File: src/sv/crhc_pkg.sv
// Shared types and constants of the cluster height classifier.
// Used by the top module, crhc_front and crhc_back; depends on nothing else.
package crhc_pkg;

    // Default sizing of the block.
    localparam int MAX_BOXES_DEF  = 4;
    localparam int COORD_BITS_DEF = 24;

    // Fixed field widths.
    localparam int CMD_W   = 2;
    localparam int SLOT_W  = 2;
    localparam int COUNT_W = 3;
    localparam int INDEX_W = 16;

    // Depth of the queues between the front, the back and the result side.
    localparam int QUEUE_DEPTH = 4;

    // Configuration port.
    localparam int APB_ADDR_W = 4;
    localparam int APB_DATA_W = 32;

    // Input commands.
    typedef enum logic [CMD_W-1:0] {
        CMD_POINT      = 2'd0,
        CMD_LOAD_HANG  = 2'd1,
        CMD_LOAD_FLOAT = 2'd2,
        CMD_RESTART    = 2'd3
    } cmd_t;

    // Register indexes of the configuration port.
    typedef enum logic [1:0] {
        REG_HANG_HEIGHT     = 2'd0,
        REG_FLOAT_HEIGHT    = 2'd1,
        REG_HANG_BOX_COUNT  = 2'd2,
        REG_FLOAT_BOX_COUNT = 2'd3
    } reg_idx_t;

    // One classified item handed from the front to the back.
    typedef struct packed {
        logic restart;    // restart the frame
        logic hang_hit;   // point lies in some hang box
        logic float_hit;  // point lies in some float box
        logic high;       // z at or above the hang height
        logic low;        // z at or below the float height
        logic last;       // last point of its cluster
    } work_t;

    // One result of a finished cluster.
    typedef struct packed {
        logic [INDEX_W-1:0] index;
        logic               selected;
    } result_t;

endpackage

File: src/sv/cluster_roi_height_classifier.sv
// Cluster height classifier. One item (point, box load or frame restart) is
// taken per clock cycle at full rate while the work queue has room; the box
// compares of all boxes run in parallel in the front end. A cluster's result
// reaches the result side through a four-entry work queue and a four-entry
// result queue, so either side may stall on its own.
// Registers: hang_height at 0x0, float_height at 0x4, hang_box_count at 0x8,
// float_box_count at 0xC. Boxes are loaded with input items.
// Depends on crhc_pkg, crhc_fifo, crhc_front and crhc_back.
module cluster_roi_height_classifier #(
    parameter int MAX_BOXES  = crhc_pkg::MAX_BOXES_DEF,
    parameter int COORD_BITS = crhc_pkg::COORD_BITS_DEF
) (
    input  logic                                clk,
    input  logic                                rst_n,
    // Configuration port
    input  logic                                psel,
    input  logic                                penable,
    input  logic                                pwrite,
    input  logic [crhc_pkg::APB_ADDR_W-1:0]     paddr,
    input  logic [crhc_pkg::APB_DATA_W-1:0]     pwdata,
    output logic [crhc_pkg::APB_DATA_W-1:0]     prdata,
    output logic                                pready,
    // Input items
    input  logic                                push,
    output logic                                full,
    input  logic [crhc_pkg::CMD_W-1:0]          command,
    input  logic signed [COORD_BITS-1:0]        coord_x,
    input  logic signed [COORD_BITS-1:0]        coord_y,
    input  logic signed [COORD_BITS-1:0]        coord_z,
    input  logic signed [COORD_BITS-1:0]        box_max_x,
    input  logic signed [COORD_BITS-1:0]        box_max_y,
    input  logic signed [COORD_BITS-1:0]        box_max_z,
    input  logic [crhc_pkg::SLOT_W-1:0]         box_slot,
    input  logic                                cluster_end,
    // Results
    output logic                                empty,
    input  logic                                pop,
    output logic [crhc_pkg::INDEX_W-1:0]        cluster_index,
    output logic                                selected
);

    localparam int WORK_W   = $bits(crhc_pkg::work_t);
    localparam int RESULT_W = $bits(crhc_pkg::result_t);

    logic signed [COORD_BITS-1:0]      hang_height_reg;
    logic signed [COORD_BITS-1:0]      float_height_reg;
    logic [crhc_pkg::COUNT_W-1:0]      hang_count_reg;
    logic [crhc_pkg::COUNT_W-1:0]      float_count_reg;
    logic                              cfg_write;
    crhc_pkg::reg_idx_t                reg_idx;

    logic                              accept;
    logic                              work_push;
    crhc_pkg::work_t                   work_in;
    crhc_pkg::work_t                   work_out;
    logic [WORK_W-1:0]                 work_out_bits;
    logic                              work_pop;
    logic                              work_empty;
    logic                              result_push;
    logic                              result_full;
    crhc_pkg::result_t                 result_in;
    logic [RESULT_W-1:0]               result_out_bits;
    crhc_pkg::result_t                 result_out;

    // Configuration registers; a write completes in the access cycle.
    assign pready    = 1'b1;
    assign cfg_write = psel && penable && pwrite && pready;
    assign reg_idx   = crhc_pkg::reg_idx_t'(paddr[3:2]);

    always_ff @(posedge clk or negedge rst_n)
    begin
        if (!rst_n)
        begin
            hang_height_reg  <= '0;
            float_height_reg <= '0;
            hang_count_reg   <= '0;
            float_count_reg  <= '0;
        end
        else if (cfg_write)
        begin
            case (reg_idx)
                crhc_pkg::REG_HANG_HEIGHT:     hang_height_reg  <= pwdata[COORD_BITS-1:0];
                crhc_pkg::REG_FLOAT_HEIGHT:    float_height_reg <= pwdata[COORD_BITS-1:0];
                crhc_pkg::REG_HANG_BOX_COUNT:  hang_count_reg   <= pwdata[2:0];
                crhc_pkg::REG_FLOAT_BOX_COUNT: float_count_reg  <= pwdata[2:0];
                default: ;
            endcase
        end
    end

    // Register read-back.
    always_comb
    begin
        case (reg_idx)
            crhc_pkg::REG_HANG_HEIGHT:
                prdata = crhc_pkg::APB_DATA_W'(unsigned'(hang_height_reg));
            crhc_pkg::REG_FLOAT_HEIGHT:
                prdata = crhc_pkg::APB_DATA_W'(unsigned'(float_height_reg));
            crhc_pkg::REG_HANG_BOX_COUNT:
                prdata = crhc_pkg::APB_DATA_W'(hang_count_reg);
            crhc_pkg::REG_FLOAT_BOX_COUNT:
                prdata = crhc_pkg::APB_DATA_W'(float_count_reg);
            default:
                prdata = '0;
        endcase
    end

    // An input transfer completes whenever the work queue has room.
    assign accept = push && !full;

    crhc_front #(
        .MAX_BOXES  (MAX_BOXES),
        .COORD_BITS (COORD_BITS)
    ) u_front (
        .clk             (clk),
        .accept          (accept),
        .command         (command),
        .coord_x         (coord_x),
        .coord_y         (coord_y),
        .coord_z         (coord_z),
        .box_max_x       (box_max_x),
        .box_max_y       (box_max_y),
        .box_max_z       (box_max_z),
        .box_slot        (box_slot),
        .cluster_end     (cluster_end),
        .hang_height     (hang_height_reg),
        .float_height    (float_height_reg),
        .hang_box_count  (hang_count_reg),
        .float_box_count (float_count_reg),
        .work_push       (work_push),
        .work            (work_in)
    );

    // Work queue between front and back.
    crhc_fifo #(
        .WIDTH (WORK_W),
        .DEPTH (crhc_pkg::QUEUE_DEPTH)
    ) u_work_q (
        .clk       (clk),
        .rst_n     (rst_n),
        .push      (work_push),
        .push_data (work_in),
        .full      (full),
        .pop       (work_pop),
        .pop_data  (work_out_bits),
        .empty     (work_empty)
    );

    assign work_out = crhc_pkg::work_t'(work_out_bits);

    crhc_back u_back (
        .clk         (clk),
        .rst_n       (rst_n),
        .work_empty  (work_empty),
        .work        (work_out),
        .work_pop    (work_pop),
        .result_full (result_full),
        .result_push (result_push),
        .result      (result_in)
    );

    // Result queue toward the consumer.
    crhc_fifo #(
        .WIDTH (RESULT_W),
        .DEPTH (crhc_pkg::QUEUE_DEPTH)
    ) u_result_q (
        .clk       (clk),
        .rst_n     (rst_n),
        .push      (result_push),
        .push_data (result_in),
        .full      (result_full),
        .pop       (pop),
        .pop_data  (result_out_bits),
        .empty     (empty)
    );

    assign result_out    = crhc_pkg::result_t'(result_out_bits);
    assign cluster_index = result_out.index;
    assign selected      = result_out.selected;

endmodule

File: src/sv/crhc_fifo.sv
// Small first-in first-out queue of flip-flops used between the stages.
// Depends on nothing but its parameters.
module crhc_fifo #(
    parameter int WIDTH = 8,
    parameter int DEPTH = 4
) (
    input  logic             clk,
    input  logic             rst_n,
    input  logic             push,
    input  logic [WIDTH-1:0] push_data,
    output logic             full,
    input  logic             pop,
    output logic [WIDTH-1:0] pop_data,
    output logic             empty
);

    localparam int PTR_W = (DEPTH > 1) ? $clog2(DEPTH) : 1;
    localparam int CNT_W = $clog2(DEPTH + 1);

    logic [WIDTH-1:0] mem [DEPTH];
    logic [PTR_W-1:0] wr_ptr_reg, wr_ptr_next;
    logic [PTR_W-1:0] rd_ptr_reg, rd_ptr_next;
    logic [CNT_W-1:0] count_reg, count_next;
    logic             do_push;
    logic             do_pop;

    assign full     = (count_reg == CNT_W'(DEPTH));
    assign empty    = (count_reg == '0);
    assign do_push  = push && !full;
    assign do_pop   = pop && !empty;
    assign pop_data = mem[rd_ptr_reg];

    // Pointer and fill count update.
    always_comb
    begin
        wr_ptr_next = wr_ptr_reg;
        rd_ptr_next = rd_ptr_reg;
        count_next  = count_reg;
        if (do_push)
        begin
            wr_ptr_next = (wr_ptr_reg == PTR_W'(DEPTH - 1)) ? '0 : wr_ptr_reg + 1'b1;
        end
        if (do_pop)
        begin
            rd_ptr_next = (rd_ptr_reg == PTR_W'(DEPTH - 1)) ? '0 : rd_ptr_reg + 1'b1;
        end
        if (do_push && !do_pop)
        begin
            count_next = count_reg + 1'b1;
        end
        else if (do_pop && !do_push)
        begin
            count_next = count_reg - 1'b1;
        end
    end

    always_ff @(posedge clk or negedge rst_n)
    begin
        if (!rst_n)
        begin
            wr_ptr_reg <= '0;
            rd_ptr_reg <= '0;
            count_reg  <= '0;
        end
        else
        begin
            wr_ptr_reg <= wr_ptr_next;
            rd_ptr_reg <= rd_ptr_next;
            count_reg  <= count_next;
        end
    end

    // Storage needs no reset.
    always_ff @(posedge clk)
    begin
        if (do_push)
        begin
            mem[wr_ptr_reg] <= push_data;
        end
    end

endmodule

File: src/sv/crhc_front.sv
// Front end: holds the box tables, loads boxes and classifies each point.
// Depends on crhc_pkg for the command codes and the work item type.
module crhc_front #(
    parameter int MAX_BOXES  = crhc_pkg::MAX_BOXES_DEF,
    parameter int COORD_BITS = crhc_pkg::COORD_BITS_DEF
) (
    input  logic                                clk,
    input  logic                                accept,
    input  logic [crhc_pkg::CMD_W-1:0]          command,
    input  logic signed [COORD_BITS-1:0]        coord_x,
    input  logic signed [COORD_BITS-1:0]        coord_y,
    input  logic signed [COORD_BITS-1:0]        coord_z,
    input  logic signed [COORD_BITS-1:0]        box_max_x,
    input  logic signed [COORD_BITS-1:0]        box_max_y,
    input  logic signed [COORD_BITS-1:0]        box_max_z,
    input  logic [crhc_pkg::SLOT_W-1:0]         box_slot,
    input  logic                                cluster_end,
    input  logic signed [COORD_BITS-1:0]        hang_height,
    input  logic signed [COORD_BITS-1:0]        float_height,
    input  logic [crhc_pkg::COUNT_W-1:0]        hang_box_count,
    input  logic [crhc_pkg::COUNT_W-1:0]        float_box_count,
    output logic                                work_push,
    output crhc_pkg::work_t                     work
);

    // Box tables: one minimum and one maximum per axis and box.
    logic signed [COORD_BITS-1:0] hang_min  [MAX_BOXES][3];
    logic signed [COORD_BITS-1:0] hang_max  [MAX_BOXES][3];
    logic signed [COORD_BITS-1:0] float_min [MAX_BOXES][3];
    logic signed [COORD_BITS-1:0] float_max [MAX_BOXES][3];

    logic [MAX_BOXES-1:0] hang_in;
    logic [MAX_BOXES-1:0] float_in;
    logic                 is_point;
    logic                 is_restart;

    // Box loads write one slot; a slot beyond the table is dropped.
    for (genvar b = 0; b < MAX_BOXES; b++)
    begin : g_box
        always_ff @(posedge clk)
        begin
            if (accept && (32'(box_slot) == b))
            begin
                if (command == crhc_pkg::CMD_LOAD_HANG)
                begin
                    hang_min[b][0] <= coord_x;
                    hang_min[b][1] <= coord_y;
                    hang_min[b][2] <= coord_z;
                    hang_max[b][0] <= box_max_x;
                    hang_max[b][1] <= box_max_y;
                    hang_max[b][2] <= box_max_z;
                end
                if (command == crhc_pkg::CMD_LOAD_FLOAT)
                begin
                    float_min[b][0] <= coord_x;
                    float_min[b][1] <= coord_y;
                    float_min[b][2] <= coord_z;
                    float_max[b][0] <= box_max_x;
                    float_max[b][1] <= box_max_y;
                    float_max[b][2] <= box_max_z;
                end
            end
        end

        // All boxes are tested in parallel; only boxes below the count take part.
        assign hang_in[b] = (32'(hang_box_count) > b)
            && (hang_min[b][0] <= coord_x) && (coord_x <= hang_max[b][0])
            && (hang_min[b][1] <= coord_y) && (coord_y <= hang_max[b][1])
            && (hang_min[b][2] <= coord_z) && (coord_z <= hang_max[b][2]);
        assign float_in[b] = (32'(float_box_count) > b)
            && (float_min[b][0] <= coord_x) && (coord_x <= float_max[b][0])
            && (float_min[b][1] <= coord_y) && (coord_y <= float_max[b][1])
            && (float_min[b][2] <= coord_z) && (coord_z <= float_max[b][2]);
    end

    // Points and frame restarts go on to the back end; box loads stop here.
    assign is_point   = (command == crhc_pkg::CMD_POINT);
    assign is_restart = (command == crhc_pkg::CMD_RESTART);
    assign work_push  = accept && (is_point || is_restart);

    always_comb
    begin
        work.restart   = is_restart;
        work.hang_hit  = |hang_in;
        work.float_hit = |float_in;
        work.high      = (hang_height <= coord_z);
        work.low       = (float_height >= coord_z);
        work.last      = cluster_end;
    end

endmodule

File: src/sv/crhc_back.sv
// Back end: accumulates the cluster flags, counts clusters, forms results.
// Depends on crhc_pkg for the work item and result types.
module crhc_back (
    input  logic              clk,
    input  logic              rst_n,
    input  logic              work_empty,
    input  crhc_pkg::work_t   work,
    output logic              work_pop,
    input  logic              result_full,
    output logic              result_push,
    output crhc_pkg::result_t result
);

    logic                         in_hang_reg, in_hang_next;
    logic                         in_float_reg, in_float_next;
    logic                         hanging_reg, hanging_next;
    logic                         floating_reg, floating_next;
    logic [crhc_pkg::INDEX_W-1:0] counter_reg, counter_next;
    logic                         acc_hang;
    logic                         acc_float;
    logic                         acc_high;
    logic                         acc_floating;
    logic                         ends_cluster;

    // A work item that ends a cluster waits for room in the result queue.
    assign ends_cluster = !work.restart && work.last;
    assign work_pop     = !work_empty && (!ends_cluster || !result_full);
    assign result_push  = work_pop && ends_cluster;

    // Flags including the point now being taken.
    assign acc_hang     = in_hang_reg || work.hang_hit;
    assign acc_float    = in_float_reg || work.float_hit;
    assign acc_high     = hanging_reg || work.high;
    assign acc_floating = floating_reg && !work.low;

    always_comb
    begin
        result.index    = counter_reg;
        result.selected = (acc_hang && acc_high) || (acc_float && acc_floating);
    end

    // Flag and counter update for each transfer from the work queue.
    always_comb
    begin
        in_hang_next  = in_hang_reg;
        in_float_next = in_float_reg;
        hanging_next  = hanging_reg;
        floating_next = floating_reg;
        counter_next  = counter_reg;
        if (work_pop)
        begin
            if (work.restart || work.last)
            begin
                in_hang_next  = 1'b0;
                in_float_next = 1'b0;
                hanging_next  = 1'b0;
                floating_next = 1'b1;
            end
            else
            begin
                in_hang_next  = acc_hang;
                in_float_next = acc_float;
                hanging_next  = acc_high;
                floating_next = acc_floating;
            end
            if (work.restart)
            begin
                counter_next = '0;
            end
            else if (work.last)
            begin
                counter_next = counter_reg + 1'b1;
            end
        end
    end

    always_ff @(posedge clk or negedge rst_n)
    begin
        if (!rst_n)
        begin
            in_hang_reg  <= 1'b0;
            in_float_reg <= 1'b0;
            hanging_reg  <= 1'b0;
            floating_reg <= 1'b1;
            counter_reg  <= '0;
        end
        else
        begin
            in_hang_reg  <= in_hang_next;
            in_float_reg <= in_float_next;
            hanging_reg  <= hanging_next;
            floating_reg <= floating_next;
            counter_reg  <= counter_next;
        end
    end

endmodule
File: config.mk
export PLATFORM = sky130hd
export DESIGN_NAME = cluster_roi_height_classifier
export DESIGN_NICKNAME = d
export VERILOG_FILES = /design/src/sv/crhc_pkg.sv /design/src/sv/cluster_roi_height_classifier.sv /design/src/sv/crhc_fifo.sv /design/src/sv/crhc_front.sv /design/src/sv/crhc_back.sv
export SDC_FILE = /design/constraint.sdc
export NUM_CORES = 2
export LEC_CHECK = 0
export BUFFER_PORTS_ARGS = -buffer_cell sky130_fd_sc_hd__buf_2
export CAP_MARGIN = 0
export CORE_MARGIN = 5
export CORE_UTILIZATION = 28
export DETAILED_ROUTE_END_ITERATION = 8
export PLACE_DENSITY = 0.55
export SYNTH_ARGS = -nofsm -noshare
export SYNTH_HDL_FRONTEND = slang
export SYNTH_HIERARCHICAL = 1
export SYNTH_SLANG_ARGS = --single-unit
File: constraint.sdc
create_clock -name clk -period 7.8 [get_ports clk]
set_input_delay 1.56 -clock clk [delete_from_list [all_inputs] [get_ports clk]]
set_output_delay 1.56 -clock clk [all_outputs]
set_load 0.01 [all_outputs]
# After elaboration in Yosys (flattened, before gate mapping)
# Memory sizes are Yosys's and may differ from the RTL's.
# Cells that the tools add are included.
[totals]
reg_bits = 88
mem_bits_rw = 1244
in_bits = 192
output_inout_bits = 52
word_cells = 291
memories = 6
[mem_list]
columns = ["memory", "depth", "word_bits", "rd", "rd_ports_with_merged_regs", "wr", "line", "source"]
rows = [
  ["u_front.float_max", 4, 72, 4, 0, 1, "crhc_front.sv:30", "logic signed [COORD_BITS-1:0] float_max [MAX_BOXES][3];"],
  ["u_front.float_min", 4, 72, 4, 0, 1, "crhc_front.sv:29", "logic signed [COORD_BITS-1:0] float_min [MAX_BOXES][3];"],
  ["u_front.hang_max", 4, 72, 4, 0, 1, "crhc_front.sv:28", "logic signed [COORD_BITS-1:0] hang_max [MAX_BOXES][3];"],
  ["u_front.hang_min", 4, 72, 4, 0, 1, "crhc_front.sv:27", "logic signed [COORD_BITS-1:0] hang_min [MAX_BOXES][3];"],
  ["u_result_q.mem", 4, 17, 1, 0, 1, "crhc_fifo.sv:20", "logic [WIDTH-1:0] mem [DEPTH];"],
  ["u_work_q.mem", 4, 6, 1, 0, 1, "crhc_fifo.sv:20", ""],
]
[op_classes]
addsub = 9
magnitude_cmp = 58
eq_ne = 15
muxes = 73
reduce_logical = 115
[op_table]
columns = ["op", "n"]
rows = [
  ["$le 24x24->1", 49],
  ["$mux 72", 12],
  ["$reduce_or 72->1", 12],
  ["$pmux 32 s4", 1],
  ["$logic_and 1x1->1", 70],
  ["$mux 1", 38],
  ["$mux 16", 2],
  ["$mux 2", 16],
  ["$ge 24x24->1", 1],
  ["$eq 2x2->1 const B", 10],
  ["$add 16x1->16 const B", 1],
  ["$gt 3x1->1 const B", 4],
  ["$gt 3x2->1 const B", 4],
  ["$mux 3", 4],
  ["$logic_not 1->1", 11],
  ["$reduce_and 2->1", 5],
  ["$add 2x1->2 const B", 4],
  ["$reduce_or 4->1", 2],
  ["$logic_or 1x1->1", 7],
  ["$add 3x1->3 const B", 2],
  ["$eq 2x1->1 const B", 3],
  ["$eq 3x3->1 const B", 2],
  ["$logic_not 2->1", 3],
  ["$logic_not 3->1", 2],
  ["2 further kinds", 5],
]

# Logic depth before layout (Yosys ltp)
# An unclocked memory read counts as a cell.
[logic_depth]
depth_word = 12
ltp_mapped = 12
mapped_depth_nobuf = 11

# Modules after synthesis
# The synthesis kept the hierarchy.
[by_module_without_submodules]
columns = ["module", "instances", "cells_per_inst", "area_per_inst_um2", "seq_area_each_um2"]
rows = [
  ["crhc_front", 1, 4932, 63091.8, 34593.2],
  ["crhc_fifo at u_result_q", 1, 126, 2917.8, 2217.1],
  ["cluster_roi_height_classifier", 1, 183, 2591.2, 1351.3],
  ["crhc_fifo at u_work_q", 1, 69, 1332.5, 895.9],
  ["crhc_back", 1, 117, 1111.1, 501.7],
]

# Worst setup path before layout
# OpenSTA, ideal clock, no wires.
[synth_path]
kind = "input to register"
start = "input port push"
end = "memory u_front/hang_max[3][0] in the netlist's numbering, enable pin"
setup_time_ps = 650
arrival_time_ps = 7850
required_time_ps = 7150
slack_ps = -701
stages = 3
path_buffers = 0
cell_sequence = "nor2b_1 nand2_1 nor2_1"
[synth_via]
elab_chain_cells = 8
word_cells_on_any_way = 22
classes_between = "14 x mux; 8 x reduce/logical"
[synth_rtl]
columns = ["element", "line", "source"]
rows = [
  ["start, declared", "cluster_roi_height_classifier.sv:24", "input logic push,"],
  ["$logic_and 1x1->1 (*)", "cluster_roi_height_classifier.sv:109", "assign accept = push && !full;"],
  ["$logic_and 1x1->1", "crhc_front.sv:42", "if (accept && (32'(box_slot) == b))"],
  ["$mux 1", "crhc_front.sv:42", ""],
  ["$mux 1 (implied by the code)", "crhc_front.sv:49, crhc_front.sv:50, crhc_front.sv:51", ""],
  ["$reduce_or 72->1 (no source line)", "-", ""],
  ["$mux 2 (no source line) or $mux 1 (tied branches) (3 in a row)", "-", ""],
  ["end, declared", "crhc_front.sv:28", ""],
]
# Mark *: on every way between the ends. The rest lies on a longest branch, timed or not.

==> results.py <==
metrics = {
    "outcome": {
        "status": "finished clean",
    },
    "synth": {
        "synth-seq-cells": 1332,
        "synth_area_sq_um": 71000,
        "postSynthAreaPerCell_sq_um": 13.1,
        "yosysSeqAreaShare": 0.557,
        "ys.flop_type": "edfxtp_1",
        "yosys_warnings": 6,
        "synth_edf_count": 1244,
        "synthDistinctLibCells": 86,
        "async_reset_ff_frac": 0.0661,
        "syn_inst": 5427,
    },
    "timing": {
        "worst_slew_pin_slew_ns": 1.34,
        "maxSlewViolCount": 0,
        "clock_skew_ns": 0.0383,
        "setup-violations-final": 0,
        "fmax_ghz": 0.195,
        "fin_tns_setup_ns": 0,
        "fin_ws_ns": 2.66,
        "finalHoldViolCount": 0,
        "min_period_ns": 5.14,
        "slew_headroom": 0.106,
        "rsz0062_at_grt": "no",
        "post-route-period-util": 0.659,
    },
    "setup_path": {
        "path_class": "input pin to flip-flop",
        "crit_top_cell": "nand4_1",
        "reg2reg_to": "u_work_q/mem[0][4]",
        "required_ns": 8.43,
        "crit_slowest_cell": "nor4_1",
        "critPathMaxFanout": 17,
        "startpoint_type": "input pin",
        "endpoint_kind": "flip-flop",
        "worst_path_largest_cell_delay_ns": 0.62,
        "rr_startpoint": "u_front/hang_max[1][23]",
        "crit_chain": "buf_2 > inv_1 > ha_1 > nand4_1 > nor4_1 > nand4_1 > o211ai_1 > xor2_1 > a2bb2oi_1 > o221ai_1 > o311ai_1 > buf_4",
        "r2r_cells": 10,
        "reg2reg_slack_ns": 3.68,
        "worstPathArrival_ns": 5.77,
    },
    "die": {
        "io_pins": 244,
        "rows": 185,
        "die_x_um": 514,
        "core_sq_um": 253000,
        "start_util": 0.281,
        "dieHeight_um": 514,
        "die_area_sq_um": 264000,
    },
    "grt": {
        "antenna_found_initial": 42,
        "grt_start_max_net_pins": 144,
        "grt_pass1_vias": 45700,
        "gr-total-overflow": 0,
        "grt_pass1_wl_mm": 280,
        "grt_usage": 0.139,
    },
    "detailed_routing": {
        "drtIter0Drc": 2807,
        "final_antenna_net_count": 0,
        "vias": 44900,
        "drc": 0,
        "wirelength_mm": 188,
        "firstDrtPassIters": 6,
        "avgRoutedWirePerCell_um": 20.2,
        "vias_per_cell": 4.81,
    },
    "pwr": {
        "power_density_nw_per_um2": 218,
        "leakagePower_nw": 33.4,
        "ir_worst_vdd_mv": 0.189,
    },
    "clocking": {
        "path_clk_slew_ns": 0.06,
        "cts_sinks": 1332,
        "hold_buffers": 0,
        "cts_tree": "done",
        "cts_resized": 0,
        "clock_path_buffers": 3,
        "cts_root_buf": "clkbuf_16",
        "cts_made_buffers": 156,
        "post_cts_buffers": 0,
        "clkLatencyLatePin_ns": 0.79,
        "h-tree-depth": 4,
    },
    "placement": {
        "port_buffers": 224,
        "dpl-instance-area_sq_um": 76500,
        "dp_slack_ns": 1.82,
        "place.gp.congestion": 0.801,
        "place_hpwl_mm": 134,
    },
    "flow_run": {
        "drv_cap": 0,
    },
    "finish": {
        "nNetsFinal": 7231,
        "final_cell_area_sq_um": 81400,
        "area_growth_pct": 14.6,
        "final_cell_mix": "edfxtp_1, ha_1, inv_1",
        "mostFrequentLayoutCell": "edfxtp_1",
        "drive_gt1_frac": 0.0984,
    },
    "worst_hold_path": {
        "hold_end": "u_work_q/count_reg[2]",
        "holdCritStartpoint": "u_work_q/count_reg[2]",
        "hold_depth": 1,
        "hp-class": "flip-flop to flip-flop",
    },
}
-- worst max-delay path by stage --
stage                      from                      to  cells past startpoint
detailed placement  coord_y[13]      u_work_q/mem[3][4]                     11
CTS                 coord_y[13]      u_work_q/mem[0][4]                     11
global placement    coord_y[15]      u_work_q/mem[0][4]                     10
finish              coord_z[21]      u_work_q/mem[0][3]                     12
floorplan                  push  u_front/hang_max[3][0]                      3
global route        coord_z[21]      u_work_q/mem[3][3]                     12
-- routing by layer --
metal / GRT usage / share of wire
met3: 0.0210 / 0.044
met4: 0.0449 / 0.031
met5: 0 / 0.00020
met1: 0.178 / 0.44
met2: 0.241 / 0.48
-- layout make-up --
cell class              instances  area (sq um)
diodes                         16          40.0
multi-input cells            3397         28800
flip-flops and latches       1332         39600
clock inverters                74           688
clock buffers                 206          4160
well taps                    3366          4210
inverters                     670          2520
fillers                     25100        172000
repair buffers                264          1450
-- where the power goes --
part           switching (mW)  internal, mW  total (mW)
combinational            1.43         0.949        2.38
clock                    3.02          3.96        6.98
sequential              0.226          8.17        8.39
total                    4.67          13.1        17.7
-- per-stage QoR --
step	std cells	total power, mW	hold WS (ns)	util
finish	9325	17.7	0.491	0.322
global route	9320	18.6	0.506	0.322
CTS	9309	18.0	0.495	0.321
detailed placement	9029	10.9	0.488	0.302
global placement	9029	10.8	0.481	0.302
floorplan	5434	10.0	0.463	-
-- critical path, delay by kind of cell --
family	cells	cell delay (ns)
compound gates	4	1.31
xor+xnor	1	0.26
buf+inv	3	1.11
fa+ha+maj	1	0.43
simple gates	3	1.08
-- kinds of logic after synthesis --
kind of cell / Yosys count / share of synthesized area
flops: 1332 / 0.557
fa+ha+maj: 1218 / 0.215
compound gates: 1023 / 0.0877
simple gates: 993 / 0.0734
buf+inv: 705 / 0.0392
mux: 117 / 0.0236
xor+xnor: 37 / 0.00456
other cells: 2 / 0.000106
-- Yosys cell counts (14+ instances only) --
master	instances	area (sq um)
o21ai_1	25	125
nand3_1	108	541
xnor2_1	24	210
a21boi_0	18	135
and4_1	14	123
a2111oi_0	17	149
inv_1	668	2510
mux2_2	37	417
mux2i_1	26	260
a211oi_1	35	263
o31ai_1	28	210
nor3_1	42	210
nand2_1	223	837
a21oi_1	497	2490
o21ai_0	108	541
mux2_4	26	390
nor2b_1	62	388
mux4_2	26	586
nand4_1	275	1720
dfrtp_1	87	2180
nor2_1	156	586
edfxtp_1	1244	37400
ha_1	1216	15200
nor4_1	37	231
a21o_1	112	841
o211ai_1	65	488
(Power assumes the default switching activity.)
